===== src/sv/lawstf_pkg.sv =====
`timescale 1ns / 1ps
`default_nettype none
// ----------------------------------------------------------------------------
// lawstf_pkg
// shared widths, register codes, mask coefficients and datapath types for the
// laws texture filter bank
// ----------------------------------------------------------------------------
package lawstf_pkg;

    // data widths
    localparam int PIX_W   = 8;
    localparam int ROW_W   = 12;
    localparam int COL_W   = 9;
    localparam int RESP0_W = 16;
    localparam int RESP_W  = 18;
    localparam int SUM_W   = 13;
    localparam int NMASK   = 9;
    localparam int NTAP    = 9;

    // configuration port
    localparam int FW_W       = 10;
    localparam int FH_W       = 13;
    localparam int CFG_IDX_W  = 2;
    localparam int CFG_DATA_W = 13;

    localparam logic [CFG_IDX_W-1:0] REG_FRAME_WIDTH  = CFG_IDX_W'(0);
    localparam logic [CFG_IDX_W-1:0] REG_FRAME_HEIGHT = CFG_IDX_W'(1);

    localparam logic [FW_W-1:0] FW_RESET = FW_W'(512);
    localparam logic [FH_W-1:0] FH_RESET = FH_W'(512);

    localparam int MAX_WIDTH_DEF = 512;
    localparam int MIN_DIM       = 3;
    localparam int MAX_HEIGHT    = 4096;

    // mask coefficients, taps in raster order (top-left first)
    typedef logic signed [3:0] coef_t;

    localparam coef_t MASK_COEF [NMASK][NTAP] = '{
        '{ 1,  2,  1,   2,  4,  2,   1,  2,  1},
        '{ 1,  0, -1,   2,  0, -2,   1,  0, -1},
        '{-1,  2, -1,  -2,  4, -2,  -1,  2, -1},
        '{-1, -2, -1,   0,  0,  0,   1,  2,  1},
        '{ 1,  0, -1,   0,  0,  0,  -1,  0,  1},
        '{-1,  2, -1,   0,  0,  0,   1, -2,  1},
        '{-1, -2, -1,   2,  4,  2,  -1, -2, -1},
        '{-1,  0,  1,   2,  0, -2,  -1,  0,  1},
        '{ 1, -2,  1,  -2,  4, -2,   1, -2,  1}
    };

    // normalisers
    localparam int NORM_X4  = 4;
    localparam int NORM_X12 = 12;
    localparam int NORM_X36 = 36;

    localparam int NORM_TAB [NMASK] = '{
        NORM_X36, NORM_X12, NORM_X12, NORM_X12, NORM_X4,
        NORM_X4,  NORM_X12, NORM_X4,  NORM_X4
    };

    // s*256/n = (s*64)/(n/4); rounding offset n/2 shrinks to (n/2)>>2
    localparam int PRE_SHIFT = 6;
    localparam int RND_X12   = (NORM_X12 / 2) / 4;
    localparam int RND_X36   = (NORM_X36 / 2) / 4;

    // reciprocals for /3 and /9, exact for quotients of 19-bit values
    localparam int RECIP_W      = 19;
    localparam int RECIP3       = 349526;
    localparam int RECIP3_SHIFT = 20;
    localparam int RECIP9       = 233017;
    localparam int RECIP9_SHIFT = 21;

    // frame control from the register file to the window stage
    typedef struct packed {
        logic             restart;
        logic [ROW_W-1:0] h_last;
    } frame_ctl_t;

    // one emission: selected 3x3 taps and the centre position
    typedef struct packed {
        logic [NTAP-1:0][PIX_W-1:0] taps;
        logic [ROW_W-1:0]           row;
        logic [COL_W-1:0]           col;
        logic                       last;
    } emit_t;

    // raw mask sums and the centre position
    typedef struct packed {
        logic [NMASK-1:0][SUM_W-1:0] sum;
        logic [ROW_W-1:0]            row;
        logic [COL_W-1:0]            col;
        logic                        last;
    } sums_t;

endpackage

`default_nettype wire


===== src/sv/lawstf_scale.sv =====
`timescale 1ns / 1ps
`default_nettype none
// ----------------------------------------------------------------------------
// lawstf_scale
// divides each sum by its normaliser with rounding, saturates, output register
// ----------------------------------------------------------------------------
module lawstf_scale (
    input  logic                              clk,
    input  logic                              rst_n,
    input  logic                              sm_valid,
    output logic                              sm_ready,
    input  lawstf_pkg::sums_t                 sm,
    output logic                              out_valid,
    input  logic                              out_ready,
    output logic [lawstf_pkg::RESP0_W-1:0]    resp_l3l3,
    output logic signed [lawstf_pkg::RESP_W-1:0] resp_l3e3,
    output logic signed [lawstf_pkg::RESP_W-1:0] resp_l3s3,
    output logic signed [lawstf_pkg::RESP_W-1:0] resp_e3l3,
    output logic signed [lawstf_pkg::RESP_W-1:0] resp_e3e3,
    output logic signed [lawstf_pkg::RESP_W-1:0] resp_e3s3,
    output logic signed [lawstf_pkg::RESP_W-1:0] resp_s3l3,
    output logic signed [lawstf_pkg::RESP_W-1:0] resp_s3e3,
    output logic signed [lawstf_pkg::RESP_W-1:0] resp_s3s3,
    output logic [lawstf_pkg::ROW_W-1:0]      out_row,
    output logic [lawstf_pkg::COL_W-1:0]      out_col,
    output logic                              last_of_run
);

    import lawstf_pkg::*;

    localparam int Y_W    = SUM_W + PRE_SHIFT;
    localparam int PROD_W = Y_W + RECIP_W;
    localparam int Q_W    = Y_W;
    localparam int V_W    = Q_W + 1;

    logic             out_valid_reg, out_valid_next;
    logic [RESP_W-1:0] res_reg [NMASK];
    logic [RESP_W-1:0] res_next [NMASK];
    logic [ROW_W-1:0] row_reg;
    logic [COL_W-1:0] col_reg;
    logic             last_reg;
    logic             load;

    assign sm_ready = !out_valid_reg || out_ready;
    assign load     = sm_ready && sm_valid;

    always_comb
    begin
        logic signed [SUM_W-1:0] s;
        logic [SUM_W-1:0]        mag;
        logic [Y_W-1:0]          y;
        logic [PROD_W-1:0]       prod;
        logic [Q_W-1:0]          q;
        logic signed [V_W-1:0]   v;
        for (int m = 0; m < NMASK; m++)
        begin
            s    = sm.sum[m];
            mag  = s[SUM_W-1] ? SUM_W'(-s) : SUM_W'(s);
            y    = Y_W'(mag) << PRE_SHIFT;
            prod = '0;
            case (NORM_TAB[m])
                NORM_X4:
                begin
                    q = Q_W'(y);
                end
                NORM_X12:
                begin
                    prod = PROD_W'(y + Y_W'(RND_X12)) * PROD_W'(RECIP3);
                    q    = Q_W'(prod >> RECIP3_SHIFT);
                end
                NORM_X36:
                begin
                    prod = PROD_W'(y + Y_W'(RND_X36)) * PROD_W'(RECIP9);
                    q    = Q_W'(prod >> RECIP9_SHIFT);
                end
                default:
                begin
                    q = '0;
                end
            endcase
            v = s[SUM_W-1] ? -$signed({1'b0, q}) : $signed({1'b0, q});
            if (m == 0)
            begin
                if (v < 0)
                    res_next[m] = '0;
                else if (v > 65535)
                    res_next[m] = RESP_W'(65535);
                else
                    res_next[m] = RESP_W'(v);
            end
            else
            begin
                if (v < -131072)
                    res_next[m] = RESP_W'(-131072);
                else if (v > 131071)
                    res_next[m] = RESP_W'(131071);
                else
                    res_next[m] = RESP_W'(v);
            end
        end
    end

    always_comb
    begin
        out_valid_next = out_valid_reg;
        if (sm_ready)
        begin
            out_valid_next = sm_valid;
        end
    end

    always_ff @(posedge clk or negedge rst_n)
    begin
        if (!rst_n)
        begin
            out_valid_reg <= 1'b0;
        end
        else
        begin
            out_valid_reg <= out_valid_next;
        end
    end

    always_ff @(posedge clk)
    begin
        if (load)
        begin
            for (int m = 0; m < NMASK; m++)
            begin
                res_reg[m] <= res_next[m];
            end
            row_reg  <= sm.row;
            col_reg  <= sm.col;
            last_reg <= sm.last;
        end
    end

    assign out_valid   = out_valid_reg;
    assign resp_l3l3   = res_reg[0][RESP0_W-1:0];
    assign resp_l3e3   = $signed(res_reg[1]);
    assign resp_l3s3   = $signed(res_reg[2]);
    assign resp_e3l3   = $signed(res_reg[3]);
    assign resp_e3e3   = $signed(res_reg[4]);
    assign resp_e3s3   = $signed(res_reg[5]);
    assign resp_s3l3   = $signed(res_reg[6]);
    assign resp_s3e3   = $signed(res_reg[7]);
    assign resp_s3s3   = $signed(res_reg[8]);
    assign out_row     = row_reg;
    assign out_col     = col_reg;
    assign last_of_run = last_reg;

endmodule

`default_nettype wire


===== config.mk =====
export PLATFORM = sky130hd
export DESIGN_NAME = lawstf_scale
export DESIGN_NICKNAME = d
export VERILOG_FILES = /design/src/sv/lawstf_pkg.sv /design/src/sv/lawstf_scale.sv
export SDC_FILE = /design/constraint.sdc
export NUM_CORES = 1
export LEC_CHECK = 0
export BUFFER_PORTS_ARGS = -buffer_cell sky130_fd_sc_hd__buf_2
export CAP_MARGIN = 30
export CELL_PAD_IN_SITES_DETAIL_PLACEMENT = 1
export CELL_PAD_IN_SITES_GLOBAL_PLACEMENT = 2
export CORE_ASPECT_RATIO = 1.75
export CORE_UTILIZATION = 30
export CTS_BUF_LIST = sky130_fd_sc_hd__clkbuf_2 sky130_fd_sc_hd__clkbuf_4 sky130_fd_sc_hd__clkbuf_8
export CTS_CLUSTER_DIAMETER = 50
export CTS_CLUSTER_SIZE = 12
export DETAILED_ROUTE_END_ITERATION = 6
export PLACE_DENSITY_LB_ADDON = 0.1
export SYNTH_ARGS = -nofsm -noshare
export SYNTH_HDL_FRONTEND = slang
export SYNTH_SLANG_ARGS = --single-unit
export TNS_END_PERCENT = 5

===== constraint.sdc =====
create_clock -name clk -period 4.3 [get_ports clk]
set_input_delay 0.215 -clock clk [delete_from_list [all_inputs] [get_ports clk]]
set_output_delay 0.215 -clock clk [all_outputs]
set_load 0.005 [all_outputs]

# [Word-level counts from Yosys, hierarchy flattened]
# Memories as Yosys holds them, arrays and structs flattened.
# Index checks and enable logic that the tools add are counted.
[totals] reg_bits=23 latchBits=0 ramBits=162 rom_bits=0 input_bits=143 n_memories=1
[memory_table] memory="res_reg" words=9 width=18 read_ports=9 rd_clocked_by_memory_dff=0 wr=9 line="lawstf_scale.sv:37" source="logic [RESP_W-1:0] res_reg [NMASK];"
[classes] addsub=23 mul=5 div=0 n_lt_le_gt_ge=18 n_eq_ne=0 shift=0 n_mux=38 bitwise=0 reduce_logical=3
[ops] cell="two-way mux 18 bit" n=18
[ops] cell="two-way mux 20 bit" n=9
[ops] cell="greater-than comparator 20 x 18 -> 1 bit (second input constant)" n=8
[ops] cell="< comparator 20 x 18 -> 1 bit (second input constant)" n=8
[ops] cell="multiplier 20 x 18 -> 37 bit (second input constant)" n=4
[ops] cell="two-way mux 13 bit" n=9
[ops] cell="negation 13 bit" n=9
[ops] cell="adder 19 x 1 -> 20 bit (second input constant)" n=4
[ops] cell="negation 18 -> 20 bit" n=4
[ops] cell="negation 19 -> 20 bit" n=4
[ops] cell="multiplier 20 x 18 -> 38 bit (second input constant)" n=1
[ops] cell="adder 19 x 3 -> 20 bit (second input constant)" n=1
[ops] cell="greater-than comparator 20 x 17 -> 1 bit (second input constant)" n=1
[ops] cell="< comparator 20 x 1 -> 1 bit (second input constant)" n=1
[ops] cell="negation 17 -> 20 bit" n=1
[ops] cell="two-way mux 1 bit" n=2
[ops] cell="logical AND 1 bit" n=1
[ops] cell="zero test 1 bit" n=1
[ops] cell="logical OR 1 bit" n=1

# [Longest topological paths before layout]
[logic_depth] word_depth=9 depth_mapped=33 depth_no_buf=29

# [Worst setup path after synthesis]
# No wires, ideal clock.
[synth_timing] kind="in2reg" start="input port sm[26] (netlist name)" end="memory res_reg[0][10], data pin" arrival_ns=7.588 t_required_ns=4.018 setup_slack_ns=-3.570 cell_stages=25 path_buffers=1 path_cell_list="or4_1 or2_2 or4_1 or4b_2 inv_1 fa_1 inv_1 ha_1 ha_1 fa_1 inv_1 fa_1 inv_1 ha_1 clkbuf_1 nand4_1 or4_1 a31o_2 nand4_1 a41o_1 xor2_1 or4_1 or3_1 o22ai_2 a31oi_1"
[synth_lines] element="start, declared" line="lawstf_scale.sv:12" source="input lawstf_pkg::sums_t sm,"
[synth_lines] element="end, declared" line="lawstf_scale.sv:37"

==> results.sh <==
export IMPL_async_flop_share=0.00613
export IMPL_rsz0062_at_grt="true"
export IMPL_final_area_mm2=0.0471
export IMPL_fp_dieArea_mm2=0.115
export IMPL_skew_ns=0.0177
export IMPL_grt_first_pass_wirelength_mm=185
export IMPL_result_of_the_run="finished, violations left"
export IMPL_cts_max_path_buffers=2
export IMPL_fmaxAchievable_mhz=141
export IMPL_final_antenna_net_count=0
export IMPL_slew_headroom=0.405
export IMPL_largest_register_ffs=140
export IMPL_layout_core_utilization=0.418
export IMPL_synth_top_flop_cell="edfxtp_1"
export IMPL_firstDrtPassIters=4
export IMPL_worst_setup_path_start_kind="primary input"
export IMPL_final_net_count=6094
export IMPL_worst_r2r_endpoint="res_reg[0][71]"
export IMPL_final_layout_size_suffix_gt1_frac=0.337
export IMPL_tcrit_tclk_final=1.64
export IMPL_regToRegSetupSlack_ns=2.15
export IMPL_clk_pin_slew_ns=0.12
export IMPL_timing_critical_path_fanout_max=17
export IMPL_synth_top_cell_area_share=0.232
export IMPL_via_per_inst=4.74
export IMPL_ys_seq_elements=163
export IMPL_groute_usage_overall=0.210
export IMPL_grt_antenna_before_repair=3
export IMPL_coreArea_mm2=0.113
export IMPL_worstSetupEndpointType="register"
export IMPL_die_w_um=256
export IMPL_placedInstanceArea_mm2=0.0444
export IMPL_number_of_drc_markers_after_the_initial_detailed_route_iteration=718
export IMPL_route_detailed_drc=0
export IMPL_hold_start="sm[75]"
export IMPL_place_gp_congestion=0.897
export IMPL_layout_min_cycle_time_ns=7.07
export IMPL_final_max_slew_viol_count=0
export IMPL_synth_cells_most_frequent="inv_1, ha_1, fa_1"
export IMPL_cts_tree="done"
export IMPL_critPathSlowestCell="fa_1"
export IMPL_yosysSeqAreaShare=0.144
export IMPL_synth_area_per_cell_um2=9.13
export IMPL_latest_clock_arrival_within_the_worst_skew_pair_ns=0.60
export IMPL_number_of_global_route_vias_before_repair=34751
export IMPL_worstSetupPathType="primary input to register"
export IMPL_worst_r2r_path_depth=3
export IMPL_report_final_hold_viol_count=0
export IMPL_timing_worst_slew_pin_value_ns=0.893
export IMPL_start_util=0.302
export IMPL_clock_sink_count=163
export IMPL_die_height_um=447
export IMPL_crit_required_ns=4.75
export IMPL_synth_edff_count=162
export IMPL_worst_hold_path_endpoint="res_reg[0][79]"
export IMPL_hold_slack_ns=0.0827
export IMPL_count_of_vias_placed_by_the_detailed_router=30664
export IMPL_drv_cap=0
export IMPL_critical_path_max_stage_delay_ns=0.58
export IMPL_synth_lib_cells_used_distinct=110
export IMPL_synthCells=3721
export IMPL_syn_num_nets=4848
export IMPL_grt_max_degree=60
export IMPL_place_port_buffers=326
export IMPL_floorplan_rows=163
export IMPL_yosys_area_top_type="ha_1"
export IMPL_rr_startpoint="out_valid"
export IMPL_mappedNetlistArea_mm2=0.0340
export IMPL_grt_ovfl_total=0
export IMPL_wl_per_cell_um=18.3
export IMPL_critical_path_arrival_ns=7.52
export IMPL_place_hpwl_mm=105
export IMPL_synth_warning_count=0
export IMPL_violations="setup timing"
export IMPL_numCtsBuffers=17
export IMPL_h_tree_depth=4
export IMPL_hold_path_class="primary input to register"
export IMPL_ys_top_cells_by_area="ha_1, fa_1, edfxtp_1"
export IMPL_io_pin_count=327
export IMPL_layout_area_overhead_vs_synth_pct=38.6
export IMPL_worst_setup_slack_after_layout_ns=-2.77
export IMPL_drt_wl_total_mm=118
export IMPL_setup_viol=88
export IMPL_clockRootBuffer="clkbuf_8"
export IMPL_hold_path_cell_count=3
export IMPL_yosys_cell_count_top_type="inv_1"
-- worst max path at each step --
stage,slack [ns],to,start
after global routing,-3.01,res_reg[0][56],sm[64]
after detailed placement,-3.89,res_reg[0][36],sm[50]
after floorplan,-3.01,res_reg[0][10],sm[26]
after CTS,-2.70,res_reg[0][2],sm[26]
final,-2.77,res_reg[0][54],sm[64]
after global placement,-3.79,res_reg[0][36],sm[50]
-- critical path: cells and delay by family --
family | cells | cell delay, ns
simple gates | 3 | 1.39
buf+inv | 9 | 1.00
xor+xnor | 2 | 0.35
fa+ha+maj | 6 | 2.66
compound gates | 8 | 1.87
-- stage by stage --
stage | TNS [ns] | setup WS, ns | cells
2_1_floorplan | -332.64 | -3.01 | 3721
3_3_place_gp | -316.09 | -3.79 | 6346
3_5_place_dp | -320.10 | -3.89 | 6346
4_1_cts | -230.58 | -2.70 | 6438
5_1_grt | -250.52 | -3.01 | 6468
6_report | -229.60 | -2.77 | 6469
-- repair_timing --
item,CTS,global route
gates resized for setup,144,172
setup endpoints to repair,88,88
buffers inserted,22,24
endpoints found under the hold margin,35,0
gates cloned,1,2
pin swaps,73,105
hold buffers,37,0
-- cell usage in the layout, fill, tap and decap left out, drive strengths merged, types with 26 or more instances in the layout --
cell type       n
buf          1283
nor3           38
inv           811
xnor2         154
nand4          39
edfxtp        162
xor2          124
dlygate4sd3    37
nand3          37
nand2         197
o21ai         155
nor2          143
fa            353
or3            32
a31oi          26
ha            631
o31ai          30
a21o           40
a21oi         274
-- metal layers --
layer / vias up / part of all wire / GRT usage / routed length [µm]
met1: 15067 / 0.34 / 0.191 / 40000
met2: 431 / 0.61 / 0.457 / 71600
met3: 154 / 0.018 / 0.0197 / 2170
met4: 2 / 0.037 / 0.0772 / 4350
met5: - / 0.00011 / 0 / 13
li1: 15010 / - / - / -
-- layout make-up --
cell class | instances | area [µm²]
Timing Repair Buffer | 1322 | 9410
Multi-Input combinational cell | 2657 | 27500
Tap cell | 1485 | 1860
Clock buffer | 17 | 234
Antenna cell | 4 | 10.0
Clock inverter | 15 | 179
Sequential cell | 163 | 4890
Inverter | 806 | 3040
Fill cell | 13228 | 65500
-- logic make-up (layout without fill, tap and decap cells) --
kind of cell | Yosys count | count (layout) | share of synthesized area
multiplexers | 11 | 11 | 0.00332
AO/OA/AOI/OAI | 718 | 719 | 0.136
other | 0 | 4 | 0
flip-flops | 163 | 163 | 0.144
buffers and inverters | 902 | 2160 | 0.104
adder cells (fa/ha/maj) | 985 | 985 | 0.441
AND/OR/NAND/NOR | 664 | 664 | 0.100
XOR/XNOR | 278 | 278 | 0.0717
Power is not shown: default switching activity piles up to over one toggle a cycle in this logic, so the estimate is an artifact.
