## src/sv/lawstf_pkg.sv

```systemverilog
`timescale 1ns / 1ps
`default_nettype none
// ----------------------------------------------------------------------------
// lawstf_pkg
// shared widths, register codes, mask coefficients and datapath types for the
// laws texture filter bank
// ----------------------------------------------------------------------------
package lawstf_pkg;

    // data widths
    localparam int PIX_W   = 8;
    localparam int ROW_W   = 12;
    localparam int COL_W   = 9;
    localparam int RESP0_W = 16;
    localparam int RESP_W  = 18;
    localparam int SUM_W   = 13;
    localparam int NMASK   = 9;
    localparam int NTAP    = 9;

    // configuration port
    localparam int FW_W       = 10;
    localparam int FH_W       = 13;
    localparam int CFG_IDX_W  = 2;
    localparam int CFG_DATA_W = 13;

    localparam logic [CFG_IDX_W-1:0] REG_FRAME_WIDTH  = CFG_IDX_W'(0);
    localparam logic [CFG_IDX_W-1:0] REG_FRAME_HEIGHT = CFG_IDX_W'(1);

    localparam logic [FW_W-1:0] FW_RESET = FW_W'(512);
    localparam logic [FH_W-1:0] FH_RESET = FH_W'(512);

    localparam int MAX_WIDTH_DEF = 512;
    localparam int MIN_DIM       = 3;
    localparam int MAX_HEIGHT    = 4096;

    // mask coefficients, taps in raster order (top-left first)
    typedef logic signed [3:0] coef_t;

    localparam coef_t MASK_COEF [NMASK][NTAP] = '{
        '{ 1,  2,  1,   2,  4,  2,   1,  2,  1},
        '{ 1,  0, -1,   2,  0, -2,   1,  0, -1},
        '{-1,  2, -1,  -2,  4, -2,  -1,  2, -1},
        '{-1, -2, -1,   0,  0,  0,   1,  2,  1},
        '{ 1,  0, -1,   0,  0,  0,  -1,  0,  1},
        '{-1,  2, -1,   0,  0,  0,   1, -2,  1},
        '{-1, -2, -1,   2,  4,  2,  -1, -2, -1},
        '{-1,  0,  1,   2,  0, -2,  -1,  0,  1},
        '{ 1, -2,  1,  -2,  4, -2,   1, -2,  1}
    };

    // normalisers
    localparam int NORM_X4  = 4;
    localparam int NORM_X12 = 12;
    localparam int NORM_X36 = 36;

    localparam int NORM_TAB [NMASK] = '{
        NORM_X36, NORM_X12, NORM_X12, NORM_X12, NORM_X4,
        NORM_X4,  NORM_X12, NORM_X4,  NORM_X4
    };

    // s*256/n = (s*64)/(n/4); rounding offset n/2 shrinks to (n/2)>>2
    localparam int PRE_SHIFT = 6;
    localparam int RND_X12   = (NORM_X12 / 2) / 4;
    localparam int RND_X36   = (NORM_X36 / 2) / 4;

    // reciprocals for /3 and /9, exact for quotients of 19-bit values
    localparam int RECIP_W      = 19;
    localparam int RECIP3       = 349526;
    localparam int RECIP3_SHIFT = 20;
    localparam int RECIP9       = 233017;
    localparam int RECIP9_SHIFT = 21;

    // frame control from the register file to the window stage
    typedef struct packed {
        logic             restart;
        logic [ROW_W-1:0] h_last;
    } frame_ctl_t;

    // one emission: selected 3x3 taps and the centre position
    typedef struct packed {
        logic [NTAP-1:0][PIX_W-1:0] taps;
        logic [ROW_W-1:0]           row;
        logic [COL_W-1:0]           col;
        logic                       last;
    } emit_t;

    // raw mask sums and the centre position
    typedef struct packed {
        logic [NMASK-1:0][SUM_W-1:0] sum;
        logic [ROW_W-1:0]            row;
        logic [COL_W-1:0]            col;
        logic                        last;
    } sums_t;

endpackage

`default_nettype wire

```

## src/sv/lawstf_mask_sum.sv

```systemverilog
`timescale 1ns / 1ps
`default_nettype none
// ----------------------------------------------------------------------------
// lawstf_mask_sum
// nine constant-coefficient 3x3 mask sums, registered
// ----------------------------------------------------------------------------
module lawstf_mask_sum (
    input  logic              clk,
    input  logic              rst_n,
    input  logic              em_valid,
    output logic              em_ready,
    input  lawstf_pkg::emit_t em,
    output logic              sm_valid,
    input  logic              sm_ready,
    output lawstf_pkg::sums_t sm
);

    import lawstf_pkg::*;

    logic  sm_valid_reg, sm_valid_next;
    sums_t sm_reg, sm_next;

    assign em_ready = !sm_valid_reg || sm_ready;
    assign sm_valid = sm_valid_reg;
    assign sm       = sm_reg;

    always_comb
    begin
        logic signed [SUM_W-1:0] acc;
        logic signed [SUM_W-1:0] coef;
        logic signed [SUM_W-1:0] pix;
        sm_valid_next = sm_valid_reg;
        if (em_ready)
        begin
            sm_valid_next = em_valid;
        end
        sm_next      = sm_reg;
        sm_next.row  = em.row;
        sm_next.col  = em.col;
        sm_next.last = em.last;
        for (int m = 0; m < NMASK; m++)
        begin
            acc = '0;
            for (int k = 0; k < NTAP; k++)
            begin
                coef = SUM_W'(MASK_COEF[m][k]);
                pix  = SUM_W'(em.taps[k]);
                acc  = acc + coef * pix;
            end
            sm_next.sum[m] = acc;
        end
    end

    always_ff @(posedge clk or negedge rst_n)
    begin
        if (!rst_n)
        begin
            sm_valid_reg <= 1'b0;
        end
        else
        begin
            sm_valid_reg <= sm_valid_next;
        end
    end

    always_ff @(posedge clk)
    begin
        if (em_ready && em_valid)
        begin
            sm_reg <= sm_next;
        end
    end

endmodule

`default_nettype wire

```

## config.mk

```make
export PLATFORM = sky130hd
export DESIGN_NAME = lawstf_mask_sum
export DESIGN_NICKNAME = d
export VERILOG_FILES = /design/src/sv/lawstf_pkg.sv /design/src/sv/lawstf_mask_sum.sv
export SDC_FILE = /design/constraint.sdc
export NUM_CORES = 1
export LEC_CHECK = 0
export BUFFER_PORTS_ARGS = -buffer_cell sky130_fd_sc_hd__buf_2
export CAP_MARGIN = 20
export CORE_MARGIN = 2
export CORE_UTILIZATION = 40
export CTS_CLUSTER_DIAMETER = 150
export DETAILED_ROUTE_END_ITERATION = 8
export SLEW_MARGIN = 10
export SYNTH_ARGS = -nofsm -noshare
export SYNTH_HDL_FRONTEND = slang
export SYNTH_SLANG_ARGS = --single-unit
```

## constraint.sdc

```tcl
create_clock -name clk -period 4.09 [get_ports clk]
set_clock_uncertainty 0.15 [all_clocks]
set_input_delay 0.6135 -clock clk [delete_from_list [all_inputs] [get_ports clk]]
set_output_delay 0.6135 -clock clk [all_outputs]
set_load 0.1 [all_outputs]
```

* Word-level counts from Yosys, hierarchy flattened
Cells that the tools add are included.
** Storage, ports and cells
- Flip-flop bits (word level) :: 140
- Logic and storage cells :: 74
- Input port bits :: 98
** Operators by class
- $add $sub $neg :: 58
- Reduce and logical (&&, ||, !) cells :: 3
** Operators by type and width (number)
- $add 13x13->13 :: 19
- $add 13x9->13 :: 13
- $add 13x10->13 :: 9
- $neg 8->13 :: 4
- $neg 8->12 :: 4
- $add 13x11->13 :: 3
- $add 9x13->13 :: 2
- $add 12x10->13 :: 1
- $add 11x9->12 :: 1
- $add 10x8->11 :: 1
- $add 8x9->10 :: 1
- $logic_and 1x1->1 :: 1
- $logic_not 1->1 :: 1
- $logic_or 1x1->1 :: 1

* Depth between registers and ports, before layout
Gate-level depths: netlist of run 1.
- Depth in word-level cells :: 9
- Gate-level depth with buffers :: 27
- Mapped depth without buffers :: 27

* Worst setup path before layout of run 1
No wires, ideal clock.
- Path type :: in2reg
- From :: input port em[33] in the netlist's numbering
- To :: register sm_reg, in the netlist sm[112] (data pin)
- Library setup time :: 268 ps
- Path slack :: -2789 ps
- Path buffers :: 1
- Cell stages on the path :: 21
- Arrival time :: 6461 ps
- Path through :: buf_6 > or4_4 > or4_4 > xor2_1 > inv_1 > fa_1 > inv_1 > ha_1 > a2111oi_0 > nor2_1 > xor2_1 > inv_1 > fa_1 > fa_1 > inv_1 > fa_1 > ha_1 > ha_1 > o41ai_1 > o21ai_0 > xnor3_1
** RTL lines
- start, declared :: RTL line lawstf_mask_sum.sv:12 : input lawstf_pkg::emit_t em,
- end signal, assigned :: RTL line lawstf_mask_sum.sv:70 : sm_reg <= sm_next;
- end, declared :: RTL line lawstf_mask_sum.sv:21 : sums_t sm_reg, sm_next;

==> flow_metrics.env, run 1 <==
export IMPL_clk_insertion_delay_late_ns=0.47
export IMPL_ios=239
export IMPL_dr_first_iter_drc_count=677
export IMPL_ys_warn_count=0
export IMPL_cts_sinks=133
export IMPL_path_buf_inv=6
export IMPL_antenna_found_initial=0
export IMPL_start_util_pct=40.67
export IMPL_netlist_cell_type_count=58
export IMPL_drcViolationCount=0
export IMPL_yosys_area_top_type="fa_1"
export IMPL_track_usage_pct=28.37
export IMPL_worstPathMaxFanout=3
export IMPL_ant_nets=0
export IMPL_slew_limit_headroom_pct=65.38
export IMPL_cap_violations=0
export IMPL_finalHoldViolations=0
export IMPL_wirelength_um=65670
export IMPL_syn_num_nets=2335
export IMPL_grt_pass1_wl_um=98100
export IMPL_core_area_um2=45580
export IMPL_violations="setup timing"
export IMPL_setup_worst_path_end_class="register"
export IMPL_start_kind="primary input"
export IMPL_setup_violations=77
export IMPL_fin_crit_ns=6.238
export IMPL_overflow=0
export IMPL_crit_chain="buf_8 -> or4_4 -> or4_4 -> xor2_2 -> inv_2 -> fa_2 -> inv_2 -> ha_4 -> a2111oi_4 -> buf_4 -> nor2_2 -> xor2_2 -> inv_1 -> fa_1 -> fa_1 -> inv_1 -> fa_1 -> ha_4 -> ha_4 -> nor2_4 -> nor2_4 -> o41ai_4 -> o21ai_1 -> xnor3_1"
export IMPL_cts_root_buf="clkbuf_16"
export IMPL_netlist_area_leader_share_pct=32.62
export IMPL_syn_area_um2=18540
export IMPL_fmax_mhz=160.3
export IMPL_critPathKind="primary input to register"
export IMPL_h_tree_depth=4
export IMPL_vias=15311
export IMPL_numCtsBuffers=17
export IMPL_die_w_um=219.3
export IMPL_layout_drive_gt1_share_pct=51.07
export IMPL_rsz0062_at_grt="yes"
export IMPL_area_growth_pct=57.88
export IMPL_vias_per_cell=4.743
export IMPL_tns_ns=-61.07
export IMPL_port_buffer_count=238
export IMPL_multi_input_area_um2=15710
export IMPL_crit_family="adder cells"
export IMPL_nets=3212
export IMPL_status="finished, violations left"
export IMPL_path_clk_slew_ns=0.07
export IMPL_largest_reg_flops=132
export IMPL_cts_tree="yes"
export IMPL_max_clock_path_buffers=2
export IMPL_ff_latch_area_um2=3989
export IMPL_holdCritPathClass="primary input to register"
export IMPL_avgRoutedWirePerCell_um=20.34
export IMPL_synth_async_sr_flop_share_pct=0.7519
export IMPL_synthFlopType="edfxtp_1"
export IMPL_die_h_um=219.3
export IMPL_ys_ff_latch=133
export IMPL_grt_max_degree=87
export IMPL_final_max_slew_violation_count=0
export IMPL_antenna_cells=0
export IMPL_final_period_utilization_pct=152.5
export IMPL_fin_util_pct=64.21
export IMPL_synthTopCellsByArea="fa_1 33%, edfxtp_1 21%, ha_1 13%"
export IMPL_dp_final_hpwl_um=56660
export IMPL_max_stage_delay_ns=0.58
export IMPL_slowest_stage="fa_2"
export IMPL_gp_congestion=0.9428
export IMPL_drt_pass1_iterations=5
export IMPL_fillers=3675
export IMPL_worstMarginPinSlew_ns=0.5192
export IMPL_arrival_ns=6.32
export IMPL_worst_slack_ns=-2.148
export IMPL_synthCells=1738
export IMPL_rows=78
export IMPL_synth_edf_count=132
export IMPL_fp_dieArea_um2=48080
export IMPL_worstPathRequired_ns=4.17
export IMPL_yosysSeqAreaShare_pct=21.52
export IMPL_grt_pass1_vias=17012
export IMPL_avgSynthCellArea_um2=10.66
==> synthesized netlist by cell type, drive strengths merged, types with 2 or more instances <==
library cell,number
o21a,13
o21bai,12
or4,6
or3,10
o41ai,4
nor3b,2
fa,302
nor4b,3
ha,197
a31oi,5
inv,472
o211ai,5
a21oi,66
nor2b,18
nand3,7
a21o,37
a21boi,3
buf,8
nor4,12
a2111oi,3
or2,2
nand4b,2
a211oi,5
xor2,51
or4b,3
xnor3,2
nand2,48
nand4,6
and2,3
o21ai,44
and3,6
nor2,60
and4,2
nor3,25
nand2b,11
edfxtp,132
xnor2,138
==> cell families (layout without fill, tap and decap cells) <==
group,Yosys count,count (layout),share of synthesized area (%)
fa+ha+maj,499,499,45.92
buf+inv,482,1372,9.950
simple gates,228,228,6.447
compound gates,203,203,6.798
xor+xnor,191,191,9.255
flops,133,133,21.52
mux,2,2,0.1148
==> layout by cell type (no fill, tap or decap), drive strengths merged, types with 25 or more instances in the layout <==
cell    instances
xor2           51
nand2          48
xnor2         138
o21ai          44
nor3           25
nor2           60
inv           470
a21o           37
fa            302
edfxtp        132
buf           866
a21oi          66
ha            197
==> metal layers <==
metal / global-route usage (%) / routed length (um) / vias to the layer above
li1: - / - / 7211
met1: 33.90 / 26390 / 7666
met2: 51.10 / 34310 / 339
met3: 3.936 / 2202 / 95
met4: 11.67 / 2775 / 0
met5: 0 / 0 / -
==> repair_timing <==
| action | CTS | global route |
|---|---|---|
| pin swaps | 194 | 137 |
| hold endpoints to repair | 1 | 0 |
| setup buffers | 48 | 29 |
| setup endpoints to repair | 77 | 77 |
| gates cloned | 0 | 0 |
| hold buffers | 1 | 0 |
| gates resized for setup | 322 | 182 |
==> layout make-up <==
class / instances / share of cell area (%)
clock buffers: 17 / 1.454
repair buffers: 867 / 21.98
multi-input cells: 1123 / 53.68
well taps: 600 / 2.565
inverters: 473 / 6.238
flip-flops and latches: 133 / 13.63
clock inverters: 15 / 0.4532
==> through the flow <==
step / cell area (um2) / worst slack [ns] / hold WS (ns) / std cells
2_1_floorplan: 19550 / -2.210 / 0.1679 / 1738
3_3_place_gp: 25720 / -2.710 / 0.2378 / 3131
3_5_place_dp: 25720 / -2.818 / 0.2405 / 3131
4_1_cts: 28180 / -2.099 / 0.1114 / 3206
5_1_grt: 29260 / -2.333 / 0.1353 / 3228
6_report: 29260 / -2.148 / 0.1614 / 3228
==> worst paths after layout <==
path,from,end,slack (ns),cells past startpoint
worst min register to register,sm_valid,sm_valid,0.39,2
max in group asynchronous,rst_n,sm_valid,3.41,2
min in group asynchronous,rst_n,sm_valid,0.29,2
worst max register to register,sm_valid,sm[56],2.16,3
worst min-delay path,em[19],sm[19],0.16,1
worst max-delay path,em[35],sm[112],-2.15,24
Power of run 1 is not shown: default switching activity piles up to over one toggle a cycle in this logic, so the estimate is an artifact.
==> run 2: changes to the inputs <==
--- a/config.mk
+++ b/config.mk
@@ -11,6 +11,7 @@
 export CORE_UTILIZATION = 40
 export CTS_CLUSTER_DIAMETER = 150
 export DETAILED_ROUTE_END_ITERATION = 8
+export GPL_TIMING_DRIVEN = 0
 export SLEW_MARGIN = 10
 export SYNTH_ARGS = -nofsm -noshare
 export SYNTH_HDL_FRONTEND = slang
==> constraint.sdc (replaced) <==
create_clock -name clk -period 5.2 [get_ports clk]
set_clock_uncertainty 0.15 [all_clocks]
set_input_delay 0.78 -clock clk [delete_from_list [all_inputs] [get_ports clk]]
set_output_delay 0.78 -clock clk [all_outputs]
set_load 0.1 [all_outputs]
==> run 2 against run 1 <==
Effect of this change:
- critical path depth shrank 3
- wire length shrank 15%
- final area shrank 16%
- final cell count shrank 15%
- count of clock-buffer cells in the layout is the same
- the flow still finishes with violations (setup timing)
==> flow_metrics.env, run 2 (same netlist as run 1, synthesis figures left out) <==
export IMPL_path_clk_slew_ns=0.06
export IMPL_dp_final_hpwl_um=46870
export IMPL_crit_chain="buf_2 -> or4_4 -> or3_4 -> fa_1 -> ha_2 -> a21oi_4 -> o21ai_4 -> or4b_4 -> nand4b_1 -> fa_1 -> inv_2 -> fa_1 -> inv_1 -> fa_1 -> ha_4 -> xnor2_4 -> xnor2_2 -> xnor2_2 -> xnor3_1 -> xnor2_2 -> xnor2_1"
export IMPL_dr_first_iter_drc_count=763
export IMPL_track_usage_pct=24.17
export IMPL_fin_crit_ns=6.442
export IMPL_path_buf_inv=3
export IMPL_setup_worst_path_end_class="register"
export IMPL_core_area_um2=45580
export IMPL_cts_sinks=133
export IMPL_overflow=0
export IMPL_worstPathMaxFanout=7
export IMPL_port_buffer_count=238
export IMPL_start_kind="primary input"
export IMPL_vias=13395
export IMPL_final_cell_mix="431 x inv_1, 288 x fa_1, 217 x buf_2"
export IMPL_final_period_utilization_pct=123.9
export IMPL_max_clock_path_buffers=2
export IMPL_slowest_stage="or4_4"
export IMPL_vias_per_cell=4.905
export IMPL_die_h_um=219.3
export IMPL_worst_slack_ns=-1.242
export IMPL_cap_violations=0
export IMPL_status="finished, violations left"
export IMPL_holdCritPathClass="primary input to register"
export IMPL_h_tree_depth=4
export IMPL_fmax_mhz=155.2
export IMPL_final_common_cell="inv_1"
export IMPL_nets=2711
export IMPL_fillers=3992
export IMPL_wirelength_um=55780
export IMPL_cp_common_cell="fa_1"
export IMPL_final_max_slew_violation_count=0
export IMPL_arrival_ns=6.53
export IMPL_finalHoldViolations=0
export IMPL_violations="setup timing"
export IMPL_antenna_found_initial=12
export IMPL_grt_pass1_vias=14235
export IMPL_largest_reg_flops=132
export IMPL_critPathLaunch="em[42]"
export IMPL_clk_insertion_delay_late_ns=0.47
export IMPL_drt_pass1_iterations=5
export IMPL_area_growth_pct=33.36
export IMPL_min_from="em[10]"
export IMPL_gp_congestion=0.9657
export IMPL_crit_family="adder cells"
export IMPL_start_util_pct=40.67
export IMPL_slew_limit_headroom_pct=33.59
export IMPL_rows=78
export IMPL_drcViolationCount=0
export IMPL_ios=239
export IMPL_r2r_start="sm_valid"
export IMPL_worstPathRequired_ns=5.28
export IMPL_die_w_um=219.3
export IMPL_dp_cells=2578
export IMPL_ant_nets=0
export IMPL_critPathKind="primary input to register"
export IMPL_fp_dieArea_um2=48080
export IMPL_numCtsBuffers=17
export IMPL_layout_drive_gt1_share_pct=34.37
export IMPL_cts_tree="yes"
export IMPL_avgRoutedWirePerCell_um=20.42
export IMPL_worstMarginPinSlew_ns=0.9879
export IMPL_layout_cells_non_filler=2731
export IMPL_setup_violations=26
export IMPL_max_stage_delay_ns=0.62
export IMPL_grt_max_degree=64
export IMPL_cts_root_buf="clkbuf_16"
export IMPL_rsz0062_at_grt="yes"
export IMPL_grt_pass1_wl_um=83390
run 2: cell count changes in the layout (fill, tap and decap cells not counted), moves of 11 or more:
cell / change
buf_4: -436
buf_6: -60
inv_1: +25
inv_2: -24
ha_1: +13
fa_1: +12
fa_2: -12
nor2_1: +11
run 2: area by class of cell:
class	instances	area, um2	share of cell area, %
tap	600	750.7	3.037
antenna	4	10.01	0.04049
timing repair buffer	359	2362	9.557
clock buffer	17	425.4	1.721
sequential	133	3989	16.14
clock inverter	15	130.1	0.5264
multi-input combinational	1123	15180	61.40
inverter	473	1821	7.365
buffer	7	52.55	0.2126
run 2: repair_timing:
action / in CTS / in global routing
pin swaps: 110 / 109
setup buffers: 79 / 42
endpoints found under the setup margin: 43 / 40
hold buffers: 1 / 0
endpoints found under the hold margin: 1 / 0
gates resized for setup: 225 / 172
run 2: metrics by stage:
step	setup TNS [ns]	worst slack [ns]	hold slack (ns)	util [%]	cell area (um2)
after floorplan	-14.15	-1.266	0.3344	-	19160
after global placement	-54.43	-2.365	0.3468	46.30	21100
after detailed placement	-55.73	-2.420	0.3664	46.42	21160
after CTS	-12.77	-1.225	0.2770	51.59	23510
after global routing	-16.90	-1.400	0.2937	54.23	24710
final	-13.36	-1.242	0.3267	54.24	24720
run 2: path summary, 6_finish.rpt:
check                      slack (ns)  cells past startpoint  endpoint
setup reg to reg                 3.38                      3   sm[108]
max in group asynchronous        4.36                      2  sm_valid
hold / removal                   0.33                      1    sm[10]
hold reg to reg                  0.39                      2  sm_valid
setup / recovery                -1.24                     21    sm[60]
min in group asynchronous        0.45                      2  sm_valid
run 2: metal layers:
layer  up-vias  share of wire [%]  global-route usage [%]
li1       6231                  -                       -
met1      6666                 41                   30.30
met2       390                 49                   40.83
met3        94                6.3                   5.211
met4        14                3.6                   9.167
met5         -               0.13                       0
Power of run 2 is left out for the same reason.
